===== src/hw/rtl/ddss_pkg.sv =====
// ----------------------------------------------------------------------------
// ddss_pkg
// shared widths, constants and the seven-segment decode for the scanner
// ----------------------------------------------------------------------------
package ddss_pkg;

  localparam int VALUE_W       = 10;
  localparam int DIGIT_W       = 4;
  localparam int SEG_W         = 7;
  localparam int NUM_POSITIONS = 6;
  localparam int POS_W         = 3;
  localparam int PLACE_W       = 2;
  localparam int NUM_CELLS     = 3;
  localparam int COUNT_W       = 4;
  localparam int DIGITS_PER_VALUE = 3;

  typedef logic [DIGIT_W-1:0] digit_t;
  typedef logic [SEG_W-1:0]   seg_t;
  typedef logic [NUM_POSITIONS-1:0] enable_t;
  typedef logic [VALUE_W-1:0] value_t;

  // bit6 = a ... bit0 = g
  function automatic seg_t seg_of(input digit_t d);
    seg_t s;
    unique case (d)
      4'd0:    s = 7'b1111110;
      4'd1:    s = 7'b0110000;
      4'd2:    s = 7'b1101101;
      4'd3:    s = 7'b1111001;
      4'd4:    s = 7'b0110011;
      4'd5:    s = 7'b1011011;
      4'd6:    s = 7'b1011111;
      4'd7:    s = 7'b1110000;
      4'd8:    s = 7'b1111111;
      4'd9:    s = 7'b1111011;
      default: s = '0;
    endcase
    return s;
  endfunction

endpackage


===== src/hw/rtl/ddss_value_if.sv =====
// ----------------------------------------------------------------------------
// ddss_value_if
// input channel carrying the two values per refresh word
// ----------------------------------------------------------------------------
interface ddss_value_if;
  logic                 valid;
  logic                 ready;
  ddss_pkg::value_t     value_a;
  ddss_pkg::value_t     value_b;

  modport source (output valid, output value_a, output value_b, input ready);
  modport sink   (input valid, input value_a, input value_b, output ready);
endinterface


===== src/hw/rtl/ddss_digit_if.sv =====
// ----------------------------------------------------------------------------
// ddss_digit_if
// output channel carrying digit enable and segment pattern per word
// ----------------------------------------------------------------------------
interface ddss_digit_if;
  logic                 valid;
  logic                 ready;
  ddss_pkg::enable_t    digit_enable;
  ddss_pkg::seg_t       segments;

  modport source (output valid, output digit_enable, output segments, input ready);
  modport sink   (input valid, input digit_enable, input segments, output ready);
endinterface


===== src/hw/rtl/ddss_bcd_cell.sv =====
// ----------------------------------------------------------------------------
// ddss_bcd_cell
// one decimal digit of a shift-and-add-3 converter, bit-serial in and out
// ----------------------------------------------------------------------------
module ddss_bcd_cell (
  input  logic             clk,
  input  logic             clear,
  input  logic             shift,
  input  logic             bit_in,
  output logic             bit_out,
  output ddss_pkg::digit_t digit
);

  ddss_pkg::digit_t adj;

  // add 3 when the digit would overflow past 9 on doubling
  assign adj     = (digit >= ddss_pkg::digit_t'(5)) ? digit + ddss_pkg::digit_t'(3) : digit;
  assign bit_out = adj[ddss_pkg::DIGIT_W-1];

  always_ff @(posedge clk) begin
    if (clear) begin
      digit <= '0;
    end else if (shift) begin
      digit <= {adj[ddss_pkg::DIGIT_W-2:0], bit_in};
    end
  end

endmodule


===== src/hw/rtl/dual_decimal_seven_segment_scanner_core.sv =====
// ----------------------------------------------------------------------------
// dual_decimal_seven_segment_scanner_core
// multiplexed two-number seven-segment display scanner
// ----------------------------------------------------------------------------
// Each input word (value_a, value_b) is one refresh tick. The scan position
// walks 0..5 and wraps; positions 0..2 show units, tens and hundreds of
// value_a, positions 3..5 the same of value_b, with leading zeros shown and a
// thousands digit dropped. The selected value is shifted one bit per cycle
// through a row of three decimal cells: load, conversion shifts, then an
// output register load, which waits while a prior result is not taken. One
// word is converted at a time; the next word is accepted while a finished
// result still waits in the output register.
module dual_decimal_seven_segment_scanner_core (
  input  logic clk,
  input  logic rst,
  ddss_value_if.sink   value_in,
  ddss_digit_if.source digit_out
);

  localparam logic [1:0] ST_IDLE = 2'd0;
  localparam logic [1:0] ST_CONV = 2'd1;
  localparam logic [1:0] ST_HOLD = 2'd2;

  logic [1:0]                       state;
  logic [ddss_pkg::POS_W-1:0]       pos;
  logic [ddss_pkg::POS_W-1:0]       pos_next;
  logic [ddss_pkg::COUNT_W-1:0]     count;
  ddss_pkg::value_t                 shreg;
  logic [ddss_pkg::PLACE_W-1:0]     place;
  logic                             blank;
  ddss_pkg::enable_t                enable_hold;
  logic                             out_valid;
  ddss_pkg::enable_t                out_enable;
  ddss_pkg::seg_t                   out_segs;

  logic                             in_fire;
  logic                             out_fire;
  logic                             out_load;
  logic                             low_half;
  logic                             cell_clear;
  logic                             cell_shift;
  logic [ddss_pkg::NUM_CELLS:0]     chain;
  ddss_pkg::digit_t                 digits [ddss_pkg::NUM_CELLS];
  ddss_pkg::digit_t                 sel_digit;

  assign value_in.ready = (state == ST_IDLE);
  assign in_fire        = value_in.valid && value_in.ready;
  assign out_fire       = out_valid && digit_out.ready;
  assign out_load       = (state == ST_HOLD) && (!out_valid || digit_out.ready);
  assign low_half       = (pos < ddss_pkg::POS_W'(ddss_pkg::DIGITS_PER_VALUE));
  assign pos_next       = (pos >= ddss_pkg::POS_W'(ddss_pkg::NUM_POSITIONS - 1)) ?
                          '0 : pos + 1'b1;
  assign cell_clear     = in_fire;
  assign cell_shift     = (state == ST_CONV);

  assign chain[0] = shreg[ddss_pkg::VALUE_W-1];

  genvar gi;
  generate
    for (gi = 0; gi < ddss_pkg::NUM_CELLS; gi++) begin : g_cell
      ddss_bcd_cell u_cell (
        .clk     (clk),
        .clear   (cell_clear),
        .shift   (cell_shift),
        .bit_in  (chain[gi]),
        .bit_out (chain[gi+1]),
        .digit   (digits[gi])
      );
    end
  endgenerate

  always_comb begin
    case (place)
      2'd0:    sel_digit = digits[0];
      2'd1:    sel_digit = digits[1];
      2'd2:    sel_digit = digits[2];
      default: sel_digit = '0;
    endcase
  end

  always_ff @(posedge clk) begin
    if (rst) begin
      state     <= ST_IDLE;
      pos       <= '0;
      count     <= '0;
      out_valid <= 1'b0;
    end else begin
      unique case (state)
        ST_IDLE: begin
          if (in_fire) begin
            pos   <= pos_next;
            count <= '0;
            state <= ST_CONV;
          end
        end
        ST_CONV: begin
          count <= count + 1'b1;
          if (count == ddss_pkg::COUNT_W'(ddss_pkg::VALUE_W - 1)) begin
            state <= ST_HOLD;
          end
        end
        ST_HOLD: begin
          if (out_load) begin
            state <= ST_IDLE;
          end
        end
        default: state <= ST_IDLE;
      endcase
      if (out_load) begin
        out_valid <= 1'b1;
      end else if (out_fire) begin
        out_valid <= 1'b0;
      end
    end
  end

  // payload registers
  always_ff @(posedge clk) begin
    if (in_fire) begin
      shreg       <= low_half ? value_in.value_a : value_in.value_b;
      place       <= low_half ? pos[ddss_pkg::PLACE_W-1:0]
                              : ddss_pkg::PLACE_W'(pos - ddss_pkg::POS_W'(3));
      blank       <= (pos >= ddss_pkg::POS_W'(ddss_pkg::NUM_POSITIONS));
      enable_hold <= ddss_pkg::enable_t'(1) << pos;
    end else if (cell_shift) begin
      shreg <= {shreg[ddss_pkg::VALUE_W-2:0], 1'b0};
    end
    if (out_load) begin
      out_enable <= blank ? '0 : enable_hold;
      out_segs   <= blank ? '0 : ddss_pkg::seg_of(sel_digit);
    end
  end

  assign digit_out.valid        = out_valid;
  assign digit_out.digit_enable = out_enable;
  assign digit_out.segments     = out_segs;

  a_pos_range: assert property (@(posedge clk) disable iff (rst)
    pos < ddss_pkg::POS_W'(ddss_pkg::NUM_POSITIONS))
    else $error("scan position out of range");

  a_onehot_out: assert property (@(posedge clk) disable iff (rst)
    out_valid |-> $onehot0(out_enable))
    else $error("digit enable not one-hot");

  a_accept_starts: assert property (@(posedge clk) disable iff (rst)
    in_fire |=> (state == ST_CONV) && (count == '0))
    else $error("accepted word did not start conversion");

  a_no_overwrite: assert property (@(posedge clk) disable iff (rst)
    (out_valid && !digit_out.ready) |=> $stable(out_segs) && $stable(out_enable))
    else $error("pending result overwritten");

endmodule


===== src/flat_wrapper.sv =====
// flat-port wrapper written by rule: the top's interface ports become plain ports
module dual_decimal_seven_segment_scanner_core_flat 
  (clk, rst, value_in_valid, value_in_value_a, value_in_value_b, value_in_ready, digit_out_valid, digit_out_digit_enable, digit_out_segments, digit_out_ready);
  ddss_value_if value_in_i ();
  ddss_digit_if digit_out_i ();
  input  logic clk;
  input  logic rst;
  input wire logic [$bits(value_in_i.valid)-1:0] value_in_valid;
  input wire logic [$bits(value_in_i.value_a)-1:0] value_in_value_a;
  input wire logic [$bits(value_in_i.value_b)-1:0] value_in_value_b;
  output wire logic [$bits(value_in_i.ready)-1:0] value_in_ready;
  output wire logic [$bits(digit_out_i.valid)-1:0] digit_out_valid;
  output wire logic [$bits(digit_out_i.digit_enable)-1:0] digit_out_digit_enable;
  output wire logic [$bits(digit_out_i.segments)-1:0] digit_out_segments;
  input wire logic [$bits(digit_out_i.ready)-1:0] digit_out_ready;
  assign value_in_i.valid = value_in_valid;
  assign value_in_i.value_a = value_in_value_a;
  assign value_in_i.value_b = value_in_value_b;
  assign value_in_ready = value_in_i.ready;
  assign digit_out_valid = digit_out_i.valid;
  assign digit_out_digit_enable = digit_out_i.digit_enable;
  assign digit_out_segments = digit_out_i.segments;
  assign digit_out_i.ready = digit_out_ready;
  dual_decimal_seven_segment_scanner_core u_core (.clk(clk), .rst(rst), .value_in(value_in_i), .digit_out(digit_out_i));
endmodule

===== config.mk =====
export PLATFORM = sky130hd
export DESIGN_NAME = dual_decimal_seven_segment_scanner_core_flat
export DESIGN_NICKNAME = d
export VERILOG_FILES = /design/src/hw/rtl/ddss_pkg.sv /design/src/hw/rtl/ddss_value_if.sv /design/src/hw/rtl/ddss_digit_if.sv /design/src/hw/rtl/ddss_bcd_cell.sv /design/src/hw/rtl/dual_decimal_seven_segment_scanner_core.sv /design/src/flat_wrapper.sv
export SDC_FILE = /design/constraint.sdc
export NUM_CORES = 1
export LEC_CHECK = 0
export ABC_AREA = 1
export BUFFER_PORTS_ARGS = -buffer_cell sky130_fd_sc_hd__buf_2
export CORE_MARGIN = 3
export CORE_UTILIZATION = 45
export CTS_CLUSTER_SIZE = 25
export DETAILED_ROUTE_END_ITERATION = 12
export PLACE_DENSITY = 0.63
export RECOVER_POWER = 25
export SYNTH_ARGS = -nofsm -noshare
export SYNTH_HDL_FRONTEND = slang
export SYNTH_HIERARCHICAL = 1
export SYNTH_SLANG_ARGS = --single-unit
export TNS_END_PERCENT = 50

===== constraint.sdc =====
create_clock -name clk -period 2 [get_ports clk]
set_input_delay 0.1 -clock clk [delete_from_list [all_inputs] [get_ports clk]]
set_output_delay 0.1 -clock clk [all_outputs]
set_load 0.1 [all_outputs]

==> results.ini <==
[synthesis]
netlist_area_um2=2850
synth_fp_nets=389
syn_inst=348
syn_avg_cell_area_um2=8.19
ys_warn_count=6

[die]
num_rows=28
core_um2=6030
die_height_um=85.6
die_x_um=85.6
start_util_pct=47.3
dieArea_um2=7330
boundaryPins=39

[setup_path]
endpoint_kind=register
cp_max_fo=7
r2r-end=u_core/digit_out.segments[3]$_SDFFCE_PP0P_
cp-start-kind=register
cp_cell_sequence=nor2_1, nand2_1, nand3_1, inv_1, ha_1, nand2_1, nand2_1, nand2_1, a21oi_1
required_ns=2.05
crit_buf_inv=1
cp_top_family=simple AND/OR/NAND/NOR gates
critPathMaxStageDelay_ns=0.49
crit_path_top_delay_cell=edfxtp_1
cp.arrival_ns=1.83
worstReg2RegStart=u_core/place[1]$_DFFE_PP_
r2r_cells=9
crit_path_frequent_cell=nand2_1
critPathKind=reg2reg
r2r_setup_slack_ns=0.22

[run_status]
status=completed

[clocking]
cts_buffers=5
clk_latency_ns=0.30
path_clk_slew_ns=0.10
cts_tree=done
cts_sinks=54
clockBufferDepth=2
cts.hold.buffers_added=0
post_cts_buffers=0
htreeDepth=2
cts-root-buf=clkbuf_8
cts_resized=0

[cells_and_area]
antenna_cells=0
final_area_um2=3260
nNetsFinal=434
synthToLayoutAreaGrowth_pct=14.3
multi_input_area_um2=1190
seq_area_um2=1400
final_util_pct=54.1
instances_no_fill=469
fill_cells=577
drive_above_1_share_pct=14.2

[drt]
wl_per_cell_um=11.3
antenna_left=0
drc=0
totalWireLength_um=5320
drt_iter0_drc=136
vias_per_cell=4.90
dr.pass1.iters=4
vias=2297

[min_path]
min_to=u_core/count[1]$_SDFFE_PP0P_
holdPathStages=2
hold_path_startpoint=rst
hold_path.class=in2reg

[sta]
setup_viol=0
post-route-period-util_pct=89.2
tns_ns=0
tightest_slew_ns=1.17
finClkSkew_ns=0.00505
fmax_mhz=560
finalHoldViolCount=0
hold_slack_ns=0.0628
min_period_ns=1.78
rsz0062_at_grt=false
drv_slew=0
slew_headroom_pct=22.4

[run]
maxCapViolations=0

[power]
power.density_nw_per_um2=909
p_leak_nw=1.51
ir_drop_v=0.000634

[placement]
hpwl_um=3730
dp.cells=461
place_area_um2=3160
place.gp.congestion=0.805
io_buffers=38

[global_routing]
antenna_found_initial=0
grt_pass1_wl_um=9200
grt_max_degree=34
first_global_vias=2118
grt.total_usage_pct=15.4
gr-total-overflow=0

power by group:
part           leakage (nW)  switching [mW]  internal (mW)  total (mW)
clock network        0.0587           0.366          0.380       0.746
logic                 0.969           0.526          0.263       0.788
registers             0.485          0.0993           1.33        1.43
total                  1.51           0.991           1.97        2.96
cell type report:
class / count / area share, %
sequential: 54 / 43.0
multi-input combinational: 226 / 36.6
inverter: 62 / 7.14
timing repair buffer: 44 / 6.79
tap: 75 / 2.88
clock buffer: 5 / 2.11
clock inverter: 3 / 1.46
cells in the final DEF, fill, tap and decap left out:
cell type   n
o21ai_0    12
nor2_4      3
nor3b_1     1
a22oi_1     1
nor2_2      2
dfxtp_1    22
nand2_2     9
ha_1       17
nand3_1    26
buf_2      27
a21oi_1    42
clkinv_4    1
clkbuf_8    5
nand4_1     1
buf_4       6
bufinv_16   1
edfxtp_1   32
nand3_2     1
a211oi_1    4
inv_1      62
inv_6       1
nor2_1     36
o31ai_1     2
o21a_1      1
clkbuf_1   11
nand2_1    67
o21bai_1    1
metrics by stage:
| step | setup WS [ns] | total power [mW] |
|---|---|---|
| 6_report | 0.216 | 2.96 |
| 5_1_grt | 0.0152 | 3.17 |
| 4_1_cts | 0.214 | 2.99 |
| 3_5_place_dp | 0.226 | 2.24 |
| 3_3_place_gp | 0.263 | 2.23 |
| 2_1_floorplan | 0.0937 | 2.06 |
worst max-delay path by stage:
stage,startpoint,endpoint,slack [ns],cells past startpoint
4_1_cts,u_core/place[1]$_DFFE_PP_,u_core/digit_out.segments[3]$_SDFFCE_PP0P_,0.21,9
3_3_place_gp,u_core/place[1]$_DFFE_PP_,u_core/digit_out.segments[3]$_SDFFCE_PP0P_,0.26,9
6_report,u_core/place[1]$_DFFE_PP_,u_core/digit_out.segments[3]$_SDFFCE_PP0P_,0.22,9
3_5_place_dp,u_core/place[1]$_DFFE_PP_,u_core/digit_out.segments[3]$_SDFFCE_PP0P_,0.23,9
5_1_grt,u_core/place[1]$_DFFE_PP_,u_core/digit_out.segments[3]$_SDFFCE_PP0P_,0.02,9
2_1_floorplan,u_core/state[0]$_SDFFE_PP0P_,u_core/shreg[0]$_SDFFCE_PN0P_,0.09,5
sequential cells by signal, indices dropped and copies added, names as in the netlist:
| name | cells |
|---|---|
| u_core/blank | 1 |
| u_core/count | 4 |
| u_core/digit_out.digit_enable | 6 |
| u_core/digit_out.segments | 7 |
| u_core/digit_out.valid | 1 |
| u_core/enable_hold | 6 |
| u_core/g_cell.u_cell/digit | 12 |
| u_core/place | 2 |
| u_core/pos | 3 |
| u_core/shreg | 10 |
| u_core/state | 2 |
metal layers:
| layer | vias to the layer above | part of all wire [%] | track usage (%) |
|---|---|---|---|
| met2 | 47 | 46 | 25.6 |
| met5 | - | 0 | 0 |
| met1 | 1036 | 48 | 20.1 |
| met4 | 0 | 0.81 | 5.32 |
| li1 | 1212 | - | - |
| met3 | 2 | 5.0 | 3.07 |
Power figures use the tool's default switching activity.
